[config.mk]
export PLATFORM = sky130hd
export DESIGN_NAME = latency_histogram_percentile_flat
export DESIGN_NICKNAME = d
export VERILOG_FILES = /design/src/hdl/lhp_pkg.sv /design/src/hdl/lhp_if.sv /design/src/hdl/lhp_bucket_mem.sv /design/src/hdl/lhp_bound_step.sv /design/src/hdl/latency_histogram_percentile.sv /design/src/flat_wrapper.sv
export SDC_FILE = /design/constraint.sdc
export NUM_CORES = 2
export LEC_CHECK = 0
export BUFFER_PORTS_ARGS = -buffer_cell sky130_fd_sc_hd__buf_2
export CORE_UTILIZATION = 30
export DETAILED_ROUTE_END_ITERATION = 10
export PLACE_DENSITY = 0.48
export SYNTH_ARGS = -nofsm -noshare
export SYNTH_HDL_FRONTEND = slang
export SYNTH_HIERARCHICAL = 1
export SYNTH_SLANG_ARGS = --single-unit
[constraint.sdc]
create_clock -name clk -period 15.18 [get_ports clk]
set_input_delay 1.518 -clock clk [delete_from_list [all_inputs] [get_ports clk]]
set_output_delay 1.518 -clock clk [all_outputs]
set_load 0.005 [all_outputs]
[src/hdl/lhp_pkg.sv]
package lhp_pkg;

  localparam int NUM_BUCKETS_DEF   = 20;
  localparam int COUNT_WIDTH_DEF   = 32;
  localparam int LATENCY_WIDTH_DEF = 40;

  localparam int KIND_W = 2;
  localparam int PCT_W  = 7;

  localparam logic [KIND_W-1:0] KIND_NOTE  = 2'd0;
  localparam logic [KIND_W-1:0] KIND_QUERY = 2'd1;
  localparam logic [KIND_W-1:0] KIND_CLEAR = 2'd2;

  localparam logic [PCT_W-1:0] PCT_MAX = 7'd100;

  // Lowest bucket bound; the others follow by x2.5, x2, x2.
  localparam int BOUND_FIRST = 10;

  typedef enum logic [2:0] {
    ST_IDLE,
    ST_SCAN,
    ST_NRD,
    ST_NWR,
    ST_QMUL,
    ST_QWALK,
    ST_FIN
  } lhp_state_t;

  typedef struct packed {
    logic rd_en;
    logic wr_en;
    logic clr;
  } mem_ctl_t;

  typedef struct packed {
    logic restart;
    logic advance;
  } bound_ctl_t;

endpackage

[src/hdl/lhp_if.sv]
interface lhp_in_if #(
  parameter int LATENCY_WIDTH = lhp_pkg::LATENCY_WIDTH_DEF
);
  import lhp_pkg::*;

  logic                     valid;
  logic                     ready;
  logic [KIND_W-1:0]        kind;
  logic [LATENCY_WIDTH-1:0] latency_us;
  logic                     succeeded;
  logic [PCT_W-1:0]         percent_rank;

  modport source (output valid, kind, latency_us, succeeded, percent_rank, input ready);
  modport sink   (input valid, kind, latency_us, succeeded, percent_rank, output ready);
endinterface

interface lhp_out_if #(
  parameter int COUNT_WIDTH   = lhp_pkg::COUNT_WIDTH_DEF,
  parameter int LATENCY_WIDTH = lhp_pkg::LATENCY_WIDTH_DEF
);
  logic                     valid;
  logic                     ready;
  logic [LATENCY_WIDTH-1:0] percentile_us;
  logic [COUNT_WIDTH-1:0]   success_total;
  logic [COUNT_WIDTH-1:0]   failure_total;
  logic [LATENCY_WIDTH-1:0] max_us;
  logic [LATENCY_WIDTH-1:0] last_us;

  modport source (output valid, percentile_us, success_total, failure_total, max_us,
                  last_us, input ready);
  modport sink   (input valid, percentile_us, success_total, failure_total, max_us,
                  last_us, output ready);
endinterface

[src/hdl/lhp_bucket_mem.sv]
module lhp_bucket_mem #(
  parameter int DEPTH = lhp_pkg::NUM_BUCKETS_DEF,
  parameter int WIDTH = lhp_pkg::COUNT_WIDTH_DEF,
  parameter int AW    = $clog2(DEPTH)
) (
  input  logic              clk,
  input  logic              rst_n,
  input  lhp_pkg::mem_ctl_t ctl,
  input  logic [AW-1:0]     rd_addr,
  input  logic [AW-1:0]     wr_addr,
  input  logic [WIDTH-1:0]  wr_data,
  output logic [WIDTH-1:0]  rd_data
);
  import lhp_pkg::*;

  logic [WIDTH-1:0] mem_r [DEPTH];
  logic [DEPTH-1:0] vld_r;
  logic [WIDTH-1:0] rd_data_r;

  always_ff @(posedge clk) begin
    if (ctl.wr_en) begin
      mem_r[wr_addr] <= wr_data;
    end
  end

  // An entry never written since the last clear reads as zero.
  always_ff @(posedge clk) begin
    if (!rst_n || ctl.clr) begin
      vld_r <= '0;
    end else if (ctl.wr_en) begin
      vld_r[wr_addr] <= 1'b1;
    end
  end

  always_ff @(posedge clk) begin
    if (ctl.rd_en) begin
      rd_data_r <= vld_r[rd_addr] ? mem_r[rd_addr] : '0;
    end
  end

  assign rd_data = rd_data_r;
endmodule

[src/hdl/lhp_bound_step.sv]
module lhp_bound_step #(
  parameter int LATENCY_WIDTH = lhp_pkg::LATENCY_WIDTH_DEF
) (
  input  logic                     clk,
  input  logic                     rst_n,
  input  lhp_pkg::bound_ctl_t      ctl,
  output logic [LATENCY_WIDTH-1:0] bound
);
  import lhp_pkg::*;

  localparam int WW = LATENCY_WIDTH + 2;
  localparam logic [LATENCY_WIDTH-1:0] MASK = {LATENCY_WIDTH{1'b1}};

  // Position of the bound within its decade: 10, 25 or 50 times a power of ten.
  localparam logic [1:0] PH_TEN        = 2'd0;
  localparam logic [1:0] PH_TWENTYFIVE = 2'd1;
  localparam logic [1:0] PH_FIFTY      = 2'd2;

  logic [LATENCY_WIDTH-1:0] bound_r, bound_nxt;
  logic [1:0]               phase_r, phase_nxt;
  logic [WW-1:0]            grown;

  always_comb begin
    grown     = {1'b0, bound_r, 1'b0};
    if (phase_r == PH_TEN) begin
      grown = grown + WW'(bound_r >> 1);
    end
    bound_nxt = bound_r;
    phase_nxt = phase_r;
    if (ctl.restart) begin
      bound_nxt = LATENCY_WIDTH'(BOUND_FIRST);
      phase_nxt = PH_TEN;
    end else if (ctl.advance) begin
      // Hold at all ones once the sequence runs past the latency width.
      bound_nxt = (grown > WW'(MASK)) ? MASK : grown[LATENCY_WIDTH-1:0];
      unique case (phase_r)
        PH_TEN:        phase_nxt = PH_TWENTYFIVE;
        PH_TWENTYFIVE: phase_nxt = PH_FIFTY;
        default:       phase_nxt = PH_TEN;
      endcase
    end
  end

  always_ff @(posedge clk) begin
    if (!rst_n) begin
      phase_r <= PH_TEN;
    end else begin
      phase_r <= phase_nxt;
    end
  end

  always_ff @(posedge clk) begin
    bound_r <= bound_nxt;
  end

  assign bound = bound_r;
endmodule

[src/hdl/latency_histogram_percentile.sv]
// Channel  | Role   | Word
// ---------+--------+-----------------------------------------------------------
// in_chan  | sink   | kind, latency_us, succeeded, percent_rank
// out_chan | source | percentile_us, success_total, failure_total, max_us, last_us
//
// One word at a time. A failed note, a clear, an unused kind or a query with no
// successes goes straight to the finish state and loads its result into the
// output register; a successful note landing in bucket k first scans the bounds
// (one bucket a cycle), then reads and writes that bucket's count; a query first
// forms its target, then walks the buckets (one bucket memory read a cycle, then
// multiply-by-100 and accumulate stages). Reset clears everything at once through
// per-bucket valid bits; there is no clearing pass. A new word is taken while the
// last result still waits in the output register; a finished item holds until
// that register frees.
module latency_histogram_percentile #(
  parameter int NUM_BUCKETS   = lhp_pkg::NUM_BUCKETS_DEF,
  parameter int COUNT_WIDTH   = lhp_pkg::COUNT_WIDTH_DEF,
  parameter int LATENCY_WIDTH = lhp_pkg::LATENCY_WIDTH_DEF
) (
  input  logic       clk,
  input  logic       rst_n,
  lhp_in_if.sink     in_chan,
  lhp_out_if.source  out_chan
);
  import lhp_pkg::*;

  localparam int CW     = COUNT_WIDTH;
  localparam int LW     = LATENCY_WIDTH;
  localparam int IDX_W  = $clog2(NUM_BUCKETS);
  localparam int CNT_W  = $clog2(NUM_BUCKETS + 1);
  localparam int TGT_W  = CW + PCT_W;
  localparam int ACC_W  = CW + IDX_W + PCT_W;
  localparam logic [IDX_W-1:0] LAST_IDX = IDX_W'(NUM_BUCKETS - 1);
  localparam logic [LW-1:0]    LAT_MAX  = {LW{1'b1}};

  lhp_state_t st_r, st_nxt;

  logic [LW-1:0]    lat_r, lat_nxt;
  logic [PCT_W-1:0] pct_r, pct_nxt;
  logic [IDX_W-1:0] idx_r, idx_nxt;
  logic [CNT_W-1:0] rd_cnt_r, rd_cnt_nxt;
  logic             s1_v_r, s1_v_nxt;
  logic             s2_v_r, s2_v_nxt;
  logic [TGT_W-1:0] b100_r;
  logic [ACC_W-1:0] acc_r, acc_nxt;
  logic [TGT_W-1:0] target_r, target_nxt;
  logic [LW-1:0]    pval_r, pval_nxt;
  logic [CW-1:0]    succ_r, succ_nxt;
  logic [CW-1:0]    fail_r, fail_nxt;
  logic [LW-1:0]    max_r, max_nxt;
  logic [LW-1:0]    last_r, last_nxt;
  logic             out_valid_r, out_valid_nxt;
  logic [LW-1:0]    out_pct_r, out_pct_nxt;
  logic [CW-1:0]    out_succ_r, out_succ_nxt;
  logic [CW-1:0]    out_fail_r, out_fail_nxt;
  logic [LW-1:0]    out_max_r, out_max_nxt;
  logic [LW-1:0]    out_last_r, out_last_nxt;

  mem_ctl_t         mctl;
  bound_ctl_t       bctl;
  logic [IDX_W-1:0] rd_addr;
  logic [CW-1:0]    wr_data;
  logic [CW-1:0]    rd_data;
  logic [LW-1:0]    bound;
  logic [LW-1:0]    cur_bound;
  logic [ACC_W-1:0] acc_sum;
  logic             issue;
  logic             reached;

  lhp_bucket_mem #(
    .DEPTH (NUM_BUCKETS),
    .WIDTH (CW)
  ) u_mem (
    .clk     (clk),
    .rst_n   (rst_n),
    .ctl     (mctl),
    .rd_addr (rd_addr),
    .wr_addr (idx_r),
    .wr_data (wr_data),
    .rd_data (rd_data)
  );

  lhp_bound_step #(
    .LATENCY_WIDTH (LW)
  ) u_bound (
    .clk   (clk),
    .rst_n (rst_n),
    .ctl   (bctl),
    .bound (bound)
  );

  // Query walk: one address a cycle; the read and x100 product are registered.
  assign issue     = (st_r == ST_QWALK) && (rd_cnt_r < CNT_W'(NUM_BUCKETS));
  assign rd_addr   = (st_r == ST_NRD) ? idx_r : rd_cnt_r[IDX_W-1:0];
  assign wr_data   = (&rd_data) ? rd_data : rd_data + 1'b1;
  assign cur_bound = (idx_r == LAST_IDX) ? LAT_MAX : bound;
  // sum >= ceil(count * pct / 100) exactly when 100 * sum >= count * pct.
  assign acc_sum   = acc_r + ACC_W'(b100_r);
  assign reached   = (acc_sum >= ACC_W'(target_r)) || (idx_r == LAST_IDX);

  always_comb begin
    st_nxt        = st_r;
    lat_nxt       = lat_r;
    pct_nxt       = pct_r;
    idx_nxt       = idx_r;
    rd_cnt_nxt    = rd_cnt_r;
    s1_v_nxt      = issue;
    s2_v_nxt      = 1'b0;
    acc_nxt       = acc_r;
    target_nxt    = target_r;
    pval_nxt      = pval_r;
    succ_nxt      = succ_r;
    fail_nxt      = fail_r;
    max_nxt       = max_r;
    last_nxt      = last_r;
    out_valid_nxt = out_valid_r && !out_chan.ready;
    out_pct_nxt   = out_pct_r;
    out_succ_nxt  = out_succ_r;
    out_fail_nxt  = out_fail_r;
    out_max_nxt   = out_max_r;
    out_last_nxt  = out_last_r;
    mctl          = '0;
    bctl          = '0;
    in_chan.ready = (st_r == ST_IDLE);

    unique case (st_r)
      ST_IDLE: begin
        if (in_chan.valid) begin
          lat_nxt      = in_chan.latency_us;
          pct_nxt      = (in_chan.percent_rank > PCT_MAX) ? PCT_MAX : in_chan.percent_rank;
          pval_nxt     = '0;
          idx_nxt      = '0;
          bctl.restart = 1'b1;
          unique case (in_chan.kind)
            KIND_NOTE: begin
              last_nxt = in_chan.latency_us;
              if (in_chan.succeeded) begin
                succ_nxt = (&succ_r) ? succ_r : succ_r + 1'b1;
                if (in_chan.latency_us > max_r) begin
                  max_nxt = in_chan.latency_us;
                end
                st_nxt = ST_SCAN;
              end else begin
                fail_nxt = (&fail_r) ? fail_r : fail_r + 1'b1;
                st_nxt   = ST_FIN;
              end
            end
            KIND_QUERY: begin
              // No successes: answer zero without walking.
              st_nxt = (succ_r == '0) ? ST_FIN : ST_QMUL;
            end
            KIND_CLEAR: begin
              succ_nxt = '0;
              fail_nxt = '0;
              max_nxt  = '0;
              last_nxt = '0;
              mctl.clr = 1'b1;
              st_nxt   = ST_FIN;
            end
            default: begin
              // Unused kind: report state unchanged.
              st_nxt = ST_FIN;
            end
          endcase
        end
      end
      ST_SCAN: begin
        // Advance to the first bucket whose bound covers the latency.
        if ((idx_r == LAST_IDX) || (bound >= lat_r)) begin
          st_nxt = ST_NRD;
        end else begin
          idx_nxt      = idx_r + 1'b1;
          bctl.advance = 1'b1;
        end
      end
      ST_NRD: begin
        mctl.rd_en = 1'b1;
        st_nxt     = ST_NWR;
      end
      ST_NWR: begin
        mctl.wr_en = 1'b1;
        st_nxt     = ST_FIN;
      end
      ST_QMUL: begin
        target_nxt = TGT_W'(succ_r) * TGT_W'(pct_r);
        acc_nxt    = '0;
        rd_cnt_nxt = '0;
        st_nxt     = ST_QWALK;
      end
      ST_QWALK: begin
        mctl.rd_en = issue;
        if (issue) begin
          rd_cnt_nxt = rd_cnt_r + 1'b1;
        end
        s2_v_nxt = s1_v_r;
        if (s2_v_r) begin
          if (reached) begin
            pval_nxt = cur_bound;
            s1_v_nxt = 1'b0;
            s2_v_nxt = 1'b0;
            st_nxt   = ST_FIN;
          end else begin
            acc_nxt      = acc_sum;
            idx_nxt      = idx_r + 1'b1;
            bctl.advance = 1'b1;
          end
        end
      end
      ST_FIN: begin
        // Load the result only once the output register is free.
        if (!out_valid_r || out_chan.ready) begin
          out_valid_nxt = 1'b1;
          out_pct_nxt   = pval_r;
          out_succ_nxt  = succ_r;
          out_fail_nxt  = fail_r;
          out_max_nxt   = max_r;
          out_last_nxt  = last_r;
          st_nxt        = ST_IDLE;
        end
      end
      default: begin
        st_nxt = ST_IDLE;
      end
    endcase
  end

  always_ff @(posedge clk) begin
    if (!rst_n) begin
      st_r <= ST_IDLE;
    end else begin
      st_r <= st_nxt;
    end
  end

  always_ff @(posedge clk) begin
    if (!rst_n) begin
      s1_v_r      <= 1'b0;
      s2_v_r      <= 1'b0;
      succ_r      <= '0;
      fail_r      <= '0;
      max_r       <= '0;
      last_r      <= '0;
      out_valid_r <= 1'b0;
    end else begin
      s1_v_r      <= s1_v_nxt;
      s2_v_r      <= s2_v_nxt;
      succ_r      <= succ_nxt;
      fail_r      <= fail_nxt;
      max_r       <= max_nxt;
      last_r      <= last_nxt;
      out_valid_r <= out_valid_nxt;
    end
  end

  always_ff @(posedge clk) begin
    lat_r      <= lat_nxt;
    pct_r      <= pct_nxt;
    idx_r      <= idx_nxt;
    rd_cnt_r   <= rd_cnt_nxt;
    b100_r     <= TGT_W'(rd_data) * TGT_W'(PCT_MAX);
    acc_r      <= acc_nxt;
    target_r   <= target_nxt;
    pval_r     <= pval_nxt;
    out_pct_r  <= out_pct_nxt;
    out_succ_r <= out_succ_nxt;
    out_fail_r <= out_fail_nxt;
    out_max_r  <= out_max_nxt;
    out_last_r <= out_last_nxt;
  end

  assign out_chan.valid         = out_valid_r;
  assign out_chan.percentile_us = out_pct_r;
  assign out_chan.success_total = out_succ_r;
  assign out_chan.failure_total = out_fail_r;
  assign out_chan.max_us        = out_max_r;
  assign out_chan.last_us       = out_last_r;
endmodule

[src/flat_wrapper.sv]
// flat-port wrapper written by rule: the top's interface ports become plain ports
module latency_histogram_percentile_flat import lhp_pkg::*;
#(
  parameter int NUM_BUCKETS   = lhp_pkg::NUM_BUCKETS_DEF,
  parameter int COUNT_WIDTH   = lhp_pkg::COUNT_WIDTH_DEF,
  parameter int LATENCY_WIDTH = lhp_pkg::LATENCY_WIDTH_DEF
)
  (clk, rst_n, in_chan_valid, in_chan_kind, in_chan_latency_us, in_chan_succeeded, in_chan_percent_rank, in_chan_ready, out_chan_valid, out_chan_percentile_us, out_chan_success_total, out_chan_failure_total, out_chan_max_us, out_chan_last_us, out_chan_ready);
  lhp_in_if #(.LATENCY_WIDTH(LATENCY_WIDTH)) in_chan_i ();
  lhp_out_if #(.COUNT_WIDTH(COUNT_WIDTH), .LATENCY_WIDTH(LATENCY_WIDTH)) out_chan_i ();
  input  logic clk;
  input  logic rst_n;
  input wire logic [$bits(in_chan_i.valid)-1:0] in_chan_valid;
  input wire logic [$bits(in_chan_i.kind)-1:0] in_chan_kind;
  input wire logic [$bits(in_chan_i.latency_us)-1:0] in_chan_latency_us;
  input wire logic [$bits(in_chan_i.succeeded)-1:0] in_chan_succeeded;
  input wire logic [$bits(in_chan_i.percent_rank)-1:0] in_chan_percent_rank;
  output wire logic [$bits(in_chan_i.ready)-1:0] in_chan_ready;
  output wire logic [$bits(out_chan_i.valid)-1:0] out_chan_valid;
  output wire logic [$bits(out_chan_i.percentile_us)-1:0] out_chan_percentile_us;
  output wire logic [$bits(out_chan_i.success_total)-1:0] out_chan_success_total;
  output wire logic [$bits(out_chan_i.failure_total)-1:0] out_chan_failure_total;
  output wire logic [$bits(out_chan_i.max_us)-1:0] out_chan_max_us;
  output wire logic [$bits(out_chan_i.last_us)-1:0] out_chan_last_us;
  input wire logic [$bits(out_chan_i.ready)-1:0] out_chan_ready;
  assign in_chan_i.valid = in_chan_valid;
  assign in_chan_i.kind = in_chan_kind;
  assign in_chan_i.latency_us = in_chan_latency_us;
  assign in_chan_i.succeeded = in_chan_succeeded;
  assign in_chan_i.percent_rank = in_chan_percent_rank;
  assign in_chan_ready = in_chan_i.ready;
  assign out_chan_valid = out_chan_i.valid;
  assign out_chan_percentile_us = out_chan_i.percentile_us;
  assign out_chan_success_total = out_chan_i.success_total;
  assign out_chan_failure_total = out_chan_i.failure_total;
  assign out_chan_max_us = out_chan_i.max_us;
  assign out_chan_last_us = out_chan_i.last_us;
  assign out_chan_i.ready = out_chan_ready;
  latency_histogram_percentile #(.NUM_BUCKETS(NUM_BUCKETS), .COUNT_WIDTH(COUNT_WIDTH), .LATENCY_WIDTH(LATENCY_WIDTH)) u_core (.clk(clk), .rst_n(rst_n), .in_chan(in_chan_i), .out_chan(out_chan_i));
endmodule
==> reports/results.txt <==
DP Wirelength: 115,300 microns
final count of negative-setup-slack endpoints: 0
Crit path max-delay family: compound AO/OA/AOI/OAI gates
final antenna-violating net count: 0
DR WL/cell: 21.39 microns
port bufs: 239
Netlist cell types: 99
post-CTS sizing: 0
data arrival time of the critical path: 8.06 ns
gr usage total: 16.48%
dpl cell area: 0.06987 sq mm
H-tree levels: 4
DRT iter0 DRCs: 3,048
ys async rst share: 0%
Die Width: 468.0 microns
post-synthesis register bit count: 1,283
grt ovf: 0
CP Launch Type: flop
WP data required: 15.87 ns
synth top area cells: edfxtp_1 48%, dfxtp_1 7.7%, ha_1 6.8%
Fmax: 0.1356 GHz
WL final: 181,400 microns
first-pass GRT wire length: 271,000 microns
reg2reg end: u_core/u_bound/bound[36]
P&R area growth vs syn: 14.63%
dominant cell type by area after synthesis: edfxtp_1
Residual DRC: 0
Die Height: 468.0 microns
hold path depth: 0
pwr dens: 195.7 mW/mm^2
slew margin rel.: 10.90%
syn avg cell area: 12.35 sq um
Final Worst Setup Slack: 7.804 ns
GR Util met3: 2.511%
largest net degree at the start of global routing: 183
Hold WC Path Type: reg2reg
Root Buffer: clkbuf_16
Synth warnings: 6
fin util: 34.69%
Top-Level Pins: 240
fin crit period: 7.376 ns
M2 GR Usage: 27.48%
post-synthesis cell area: 0.06515 sq mm
Initial Utilization: 30.27%
Buf/Inv on CP: 2
RSZ-0062 raised after global routing: no
crit path from: u_core/acc_r[2]
CP Max Fanout: 45
critical path's slowest cell: mux2i_4
Final nets: 6,104
die area: 0.2190 sq mm
r2r worst-path depth: 27
VDD IR-drop max: 0.0001209 V
Clock Sinks: 1,283
final setup TNS: 0 ns
Crit. End Element: flop
Max Root-Sink Buffers: 3
Synth Flop Type: edfxtp_1
# Post-CTS Setup Buffers: 0
Clock Latency Late Sink: 0.80 ns
CTS Buf Count: 145
share of cells above drive strength 1: 13.21%
most frequent cells after synthesis: 1,034 x edfxtp_1, 470 x nand2_1, 456 x inv_1
row count: 170
Final Skew: 0.04483 ns
detailed-route via count: 41,750
Clock Pin Slew Worst Setup and Hold Paths: 0.06 ns
Fin Hold WS: 0.4126 ns
Cells after Synth: 5,274
Global Route met1 Usage: 22.07%
final instance area: 0.07468 sq mm
status: completed
GP Congestion: 0.8190
Setup WS pre-CTS: 7.819 ns
Slew Limit Fails: 0
most frequent cell after synthesis: edfxtp_1
Pleak: 0.02866 uW
syn_nets: 5,861
endpoints failing hold: 0
CTS tree: built
Max stage delay on crit path: 0.63 ns
Worst Hold End: u_core/out_chan.percentile_us[11]
most frequent CP cell: a21o_1
busiest grt layer: met2
Worst R2R Setup Slack: 7.80 ns
Seq/Total Area, Yosys: 55.31%
r2r startpoint: u_core/acc_r[2]
EDFF count, synth: 1,034
kind of critical path: reg2reg
vias in the first global route: 42,410
initial antenna violation count: 16
hold_buf cts: 0
crit share post-route: 48.59%
core footprint: 0.2153 sq mm
Max Cap Viol: 0
Via density: 4.923
first drt pass iteration count: 6
Tightest Pin Transition: 1.337 ns
Hold Path Origin: u_core/pval_r[11]
area share of the largest cell type after synthesis: 47.66%
-- worst register-to-register path, cell delays in order, from the launching register on --
cell,delay [ns]
edfxtp_1,0.37
ha_1,0.24
fa_1,0.43
a211oi_1,0.32
o21ai_1,0.17
a221oi_2,0.44
a21o_1,0.21
a21oi_1,0.11
a21oi_1,0.33
or3_1,0.17
nand2b_1,0.06
xor2_1,0.16
ha_1,0.31
a21o_1,0.16
a21o_1,0.17
a211oi_1,0.23
o21ai_0,0.13
a41oi_1,0.21
o21ai_0,0.18
nor4_1,0.35
and2_1,0.30
a31o_1,0.18
buf_4,0.43
o2111ai_2,0.26
mux2i_4,0.63
buf_4,0.44
and4b_1,0.24
a31oi_1,0.08
-- power by group --
group / switching (uW) / internal, uW
Combinational: 3870 / 2380
Clock: 1490 / 2020
Sequential: 342 / 4520
-- per-stage QoR --
stage | instances | total power, uW
after floorplan | 5274 | 9316
after global placement | 8207 | 11190
after detailed placement | 8207 | 11240
after CTS | 8475 | 14810
after global routing | 8478 | 15600
final | 8481 | 14610
-- final cells by class --
type,count,area [sq um]
repair buffers,335,1944
inverters,456,1713
multi-input cells,3296,26630
diodes,5,12.51
clock inverters,75,769.5
well taps,2838,3551
clock buffers,193,4024
fillers,21300,140600
flip-flops and latches,1283,36030
-- flip-flops by register name, indices dropped and copies added (netlist names), 39 cells and up --
name                           cells
u_core/out_chan.percentile_us     40
u_core/lat_r                      40
u_core/pval_r                     40
u_core/out_chan.max_us            40
u_core/max_r                      40
u_core/target_r                   39
u_core/u_mem/mem_r               640
u_core/out_chan.last_us           40
u_core/last_r                     40
u_core/acc_r                      42
u_core/u_bound/bound              40
-- layer usage --
metal | wire length, microns | vias to the layer above | share of wire (%)
met5 | 51 | - | 0.028
met4 | 4061 | 8 | 2.2
met3 | 8646 | 237 | 4.8
met2 | 86440 | 959 | 48
met1 | 82190 | 21070 | 45
li1 | - | 19480 | -
-- cells by family after synthesis --
logic type | share of synthesized area, %
flip-flops | 55.31
buffers and inverters | 4.233
AO/OA/AOI/OAI | 9.017
XOR/XNOR | 3.025
AND/OR/NAND/NOR | 9.975
multiplexers | 6.155
adder cells (fa/ha/maj) | 12.29
-- placed cells by master, fill, tap and decap left out, types with 127 or more instances in the layout --
master,Yosys,layout
mux2i_1,236,236
nor2_1,376,353
edfxtp_1,1034,1034
xnor2_1,128,127
dfxtp_1,249,249
buf_2,34,238
nand3_1,144,144
nand2_1,470,468
fa_1,178,178
clkbuf_16,0,149
inv_1,456,455
ha_1,355,355
a21oi_1,196,194
-- worst max path at each step --
stage / slack (ns) / endpoint / cells past startpoint
2_1_floorplan: 5.27 / u_core/out_chan.failure_total[0] / 2
3_3_place_gp: 7.85 / u_core/u_bound/bound[36] / 27
3_5_place_dp: 7.82 / u_core/u_bound/bound[36] / 27
4_1_cts: 7.80 / u_core/u_bound/bound[36] / 27
5_1_grt: 7.22 / u_core/u_bound/bound[36] / 27
6_report: 7.80 / u_core/u_bound/bound[36] / 27
Power figures use the tool's default switching activity.
